==> src/rtl/chbi_pkg.sv <==
`default_nettype none

package chbi_pkg;

  localparam int BUCKET_BITS  = 12;
  localparam int BUCKET_COUNT = 1 << BUCKET_BITS;
  localparam int POOL_ENTRIES = 1024;
  localparam int POOL_BITS    = $clog2(POOL_ENTRIES);
  localparam int ACTION_W     = 2;
  localparam int KEY_W        = 32;
  localparam int HANDLE_W     = 10;
  localparam int LINK_W       = HANDLE_W + 1;
  localparam int QUEUE_DEPTH  = 2;
  localparam int QPTR_W       = $clog2(QUEUE_DEPTH);
  localparam int QCNT_W       = $clog2(QUEUE_DEPTH + 1);

  localparam logic [ACTION_W-1:0] ACT_INSERT = 2'd0;
  localparam logic [ACTION_W-1:0] ACT_LOOKUP = 2'd1;
  localparam logic [ACTION_W-1:0] ACT_REMOVE = 2'd2;
  localparam logic [ACTION_W-1:0] ACT_FOLLOW = 2'd3;

  typedef logic [ACTION_W-1:0]    action_t;
  typedef logic [BUCKET_BITS-1:0] bucket_t;
  typedef logic [HANDLE_W-1:0]    handle_t;
  typedef logic [LINK_W-1:0]      link_t;
  typedef logic [POOL_BITS-1:0]   link_addr_t;

  // One classified request as it waits in the queue.
  typedef struct packed {
    action_t action;
    bucket_t bucket;
    handle_t handle;
    logic    in_pool;
  } req_t;

  function automatic logic handle_in_pool(handle_t h);
    return 32'(h) < 32'(POOL_ENTRIES);
  endfunction

  function automatic link_addr_t link_addr(handle_t h);
    return link_addr_t'(h);
  endfunction

endpackage

`default_nettype wire

==> src/rtl/chbi_queue.sv <==
`default_nettype none

module chbi_queue (
  input  wire logic           clk,
  input  wire logic           rst,
  input  wire logic           push,
  input  wire chbi_pkg::req_t push_req,
  input  wire logic           pop,
  output logic                full,
  output logic                empty,
  output chbi_pkg::req_t      head_req
);

  import chbi_pkg::*;

  req_t              slots [QUEUE_DEPTH];
  logic [QPTR_W-1:0] wr_ptr;
  logic [QPTR_W-1:0] rd_ptr;
  logic [QCNT_W-1:0] count;

  assign full     = count == QCNT_W'(QUEUE_DEPTH);
  assign empty    = count == '0;
  assign head_req = slots[rd_ptr];

  always_ff @(posedge clk) begin
    if (rst) begin
      wr_ptr <= '0;
      rd_ptr <= '0;
      count  <= '0;
    end else begin
      if (push) begin
        wr_ptr <= (wr_ptr == QPTR_W'(QUEUE_DEPTH - 1)) ? '0 : wr_ptr + 1'b1;
      end
      if (pop) begin
        rd_ptr <= (rd_ptr == QPTR_W'(QUEUE_DEPTH - 1)) ? '0 : rd_ptr + 1'b1;
      end
      if (push && !pop) begin
        count <= count + 1'b1;
      end else if (pop && !push) begin
        count <= count - 1'b1;
      end
    end
  end

  always_ff @(posedge clk) begin
    if (push) begin
      slots[wr_ptr] <= push_req;
    end
  end

endmodule

`default_nettype wire

==> config.mk <==
export PLATFORM = sky130hd
export DESIGN_NAME = chbi_queue
export DESIGN_NICKNAME = d
export VERILOG_FILES = /design/src/rtl/chbi_pkg.sv /design/src/rtl/chbi_queue.sv
export SDC_FILE = /design/constraint.sdc
export NUM_CORES = 1
export LEC_CHECK = 0
export ABC_CLOCK_PERIOD_IN_PS = 2500
export BUFFER_PORTS_ARGS = -buffer_cell sky130_fd_sc_hd__buf_4
export CORE_MARGIN = 1
export CORE_UTILIZATION = 53
export CTS_BUF_LIST = sky130_fd_sc_hd__clkbuf_4
export CTS_CLUSTER_SIZE = 14
export DETAILED_ROUTE_END_ITERATION = 10
export PLACE_DENSITY = 0.81
export RECOVER_POWER = 100
export SLEW_MARGIN = 20
export SYNTH_ARGS = -nofsm -noshare
export SYNTH_HDL_FRONTEND = slang
export SYNTH_SLANG_ARGS = --single-unit
export TNS_END_PERCENT = 20
==> constraint.sdc <==
create_clock -name clk -period 2.5 [get_ports clk]
set_input_delay 0.25 -clock clk [delete_from_list [all_inputs] [get_ports clk]]
set_output_delay 0.25 -clock clk [all_outputs]
set_load 0.005 [all_outputs]
==> impl.org <==
** Timing
- Setup TNS :: 0 ns
- The final number of hold-violating endpoints came to 0.
- After layout, the minimum clock period comes to 1.989 ns.
- For the pin with the worst max-slew slack, the measured transition is between 1 and 1.5 ns.
- Total of endpoints with negative setup slack in the final report :: 0
- Pins over their slew limit :: 0
- Timing-limited maximum frequency :: between 0.5 and 0.6 GHz
- Final period utilization :: ~80%
- Setup repair after global routing left no endpoint under its margin.
- Hold slack :: between 0.07 and 0.08 ns
- On the final layout, the worst clock skew is 0.001988 ns.
- Setup slack on the critical path of the routed design comes to 0.5111 ns.
- In this run the tightest slew margin relative to its limit is between 4 and 5%.

** Synth
- Most used standard cells in the synthesized netlist :: sky130_fd_sc_hd__edfxtp_1, sky130_fd_sc_hd__mux2_2, sky130_fd_sc_hd__dfxtp_1, sky130_fd_sc_hd__nor2_1
- Net count after synthesis :: between 100 and 150
- The synthesized design contains between 50 and 60 register bits.
- Post-Syn Instances :: 100
- The average instance in the mapped netlist occupies ~20 µm².
- Portion of the post-synthesis area used by sequential elements :: around four fifths
- Counting distinct cell types in the post-synthesis netlist gives 16.
- Yosys warns :: 0
- Combined area of all synthesized cells :: 2011 µm²
- The synthesized design contains 50 enable-type register cells.
- Cell type with the largest total area after synthesis :: sky130_fd_sc_hd__edfxtp_1
- Most area-consuming cells after synthesis :: sky130_fd_sc_hd__edfxtp_1, sky130_fd_sc_hd__mux2_2, sky130_fd_sc_hd__dfxtp_1, sky130_fd_sc_hd__nor2_1, sky130_fd_sc_hd__xnor2_1
- Area share of the largest cell type after synthesis :: between 70% and 80%
- Async set-or-reset flop fraction in the synthesized netlist :: 0%
- Most numerous cell in the Yosys netlist :: sky130_fd_sc_hd__edfxtp_1
- Flip-flop cell with the highest count after synthesis :: sky130_fd_sc_hd__edfxtp_1

** CTS
- H-tree levels :: 2
- After clock tree synthesis, the clock-pin slew on the worst setup and hold paths is approximately 0.13 ns.
- Number of buffers created by CTS :: 5
- Clock tree from TritonCTS :: done
- Post-CTS Hold Buffers :: 0
- After clock tree synthesis, the repair step resized 0 gates.
- No sink is reached through more buffers than the 2 on the longest clock path.
- At the later pin of the worst-skew pair, clock insertion delay measures between 0.3 and 0.4 ns.
- Root buffer cell :: sky130_fd_sc_hd__clkbuf_4
- CTS saw between 50 and 60 sinks.
- After clock tree synthesis, the setup repair step added 0 buffers.

** Drt
- Using the TritonRoute via totals, the vias-per-cell ratio works out to roughly 4.9.
- For this run, the detailed router's first-pass iteration total came to 4.
- In the detailed route, the total length drawn on met3 is around 170 µm.
- The routed layout has around 1000 vias.
- After detailed routing, the wire length on met1 is roughly 1200 µm.
- Initial drt markers :: 22
- In this run the remaining antenna-violating nets after routing total 0.
- Signal routing reaches up to met4.
- Final Routed Wirelength :: ~2900 µm
- Routed wirelength normalized by instance count :: about 14 µm
- Residual DRC :: 0
- In the detailed route, the total length drawn on met2 is 1450 µm.

** Setup path
- Launch point of the worst reg-to-reg path :: wr_ptr$_SDFFE_PP0P_
- The number of cells on the worst reg-to-reg path is 2.
- FF-to-FF setup slack :: ~0.60 ns
- The worst setup path is captured at a primary output.
- Data on the critical path is required at its endpoint by around 2.3 ns.
- Endpoint of the most critical register-to-register path :: slots[1][24]$_DFFE_PP_
- STA classifies the critical path startpoint as a flop.
- STA puts the critical path data arrival time at between 1.5 and 2 ns.
- Along the worst path, the maximum fanout reaches 25.
- The critical path is of the reg2out type.

** Hold path
- Start point of the worst hold path :: rst
- Worst Hold Depth :: 2
- The min-delay analysis places its worst path in the category in2reg.
- Endpoint with the worst hold slack :: count[0]$_SDFFE_PP0P_

** Finish
- Layout area overhead :: 24.39%
- The number of antenna diodes in the final layout is 0.
- Nets :: approximately 190
- Fraction of final layout cells with drive strength greater than 1 :: between 40% and 50%
- Once layout is done, the placed cells without fillers occupy ~2500 µm².
- Cells fill around two thirds of the core in the end.

** Pwr
- In this run the power density over the cells is about 670 nW/µm².
- Leakage power summed over all cells :: roughly 0.92 nW
- Worst IR Drop VDD :: between 500 and 600 µV

** Global route
- The first global-routing pass estimated 4692 µm of wire.
- GRT Total Usage :: between 15 and 20%
- The initial antenna violation count came to 0.
- Entering global routing, the biggest net connects 26 pins.
- The number of global-route vias before repair is roughly 1000.
- For this run the aggregate overflow at the end of global routing stands at 0.

** Die
- Die Area :: about 4000 µm²
- The initialized floorplan defines 22 standard-cell rows.
- Initial Utilization :: a little over half
- Measured along the x axis, the die boundary spans approximately 64 µm.
- The die is 63.60 µm tall.
- Top-level port count :: 56
- Placeable core area :: roughly 3700 µm²

** Run
- The tool flagged a number of max-cap violations equal to 0.

** Place
- Prior to clock tree synthesis, the placed netlist has a worst setup slack of ~1.1 ns.
- Once detailed placement completed, the half-perimeter wirelength came to approximately 2000 µm.
- Port Buf Inserts :: 55
- Cell area after placement :: about 2500 µm²
- GP Congestion :: between 0.6 and 0.7

** Run status
- Status :: finished clean
[logic make-up after synthesis]
kind of cell	synth area share, %
flops	79.65
mux	14.00
simple gates	2.303
xor+xnor	1.743
buf+inv	1.182
compound gates	0.4973
fa+ha+maj	0.6222
[registers in the layout (all words and copies together) (netlist names), named ones only]
| name | flops |
|---|---|
| rd_ptr | 1 |
| wr_ptr | 1 |
| slots | 50 |
| count | 2 |
[through the flow]
stage / cells / total power, W
floorplan: 100 / 0.001220
global placement: 203 / 0.001348
detailed placement: 203 / 0.001358
CTS: 211 / 0.001696
global route: 211 / 0.001736
finish: 211 / 0.001667
[metal layers]
metal / track usage, % / vias up
met4: 7.386 / 0
met2: 27.26 / 42
li1: - / 502
met3: 4.167 / 6
met5: 0 / -
met1: 18.60 / 493
[worst max-delay path: stages, from the launching register on]
cell and delay [ns]:
sky130_fd_sc_hd__dfxtp_1 0.33, sky130_fd_sc_hd__clkbuf_2 0.50, sky130_fd_sc_hd__mux2_2 0.42, sky130_fd_sc_hd__clkbuf_4 0.14
[where the power goes]
part           internal [W]  leakage [nW]  switching, W
Combinational      0.000134         0.381     0.0000976
Clock              0.000104        0.0263      0.000244
Sequential          0.00107         0.511     0.0000180
Total               0.00131         0.918      0.000360
[how the worst max path moves through the flow]
stage,to,slack [ns],cells past startpoint
2_1_floorplan,slots[0][0]$_DFFE_PP_,0.63,1
3_3_place_gp,head_req[1],1.13,3
3_5_place_dp,head_req[1],1.12,3
4_1_cts,head_req[1],0.69,3
5_1_grt,head_req[23],0.39,3
6_report,head_req[10],0.51,3
[area by class of cell]
type,instances,area [µm²]
multi-input cells,41,387.9
flip-flops and latches,55,1602
inverters,1,3.754
clock buffers,5,37.54
clock inverters,3,15.01
fillers,266,1160
well taps,48,60.06
repair buffers,58,395.4
[placed cells by master, fill, tap and decap left out]
master and count:
sky130_fd_sc_hd__a21oi_1 1, sky130_fd_sc_hd__and2_1 1, sky130_fd_sc_hd__and2b_2 1, sky130_fd_sc_hd__buf_4 5, sky130_fd_sc_hd__clkbuf_1 10, sky130_fd_sc_hd__clkbuf_2 1
sky130_fd_sc_hd__clkbuf_4 47, sky130_fd_sc_hd__clkinv_1 2, sky130_fd_sc_hd__clkinvlp_4 1, sky130_fd_sc_hd__dfxtp_1 5, sky130_fd_sc_hd__edfxtp_1 50, sky130_fd_sc_hd__ha_1 1
sky130_fd_sc_hd__inv_1 1, sky130_fd_sc_hd__mux2_1 1, sky130_fd_sc_hd__mux2_2 24, sky130_fd_sc_hd__nor2_1 5, sky130_fd_sc_hd__nor2b_2 1, sky130_fd_sc_hd__o21ai_0 1
sky130_fd_sc_hd__or3_1 1, sky130_fd_sc_hd__xnor2_1 2, sky130_fd_sc_hd__xor2_1 2
(Power assumes the default switching activity.)
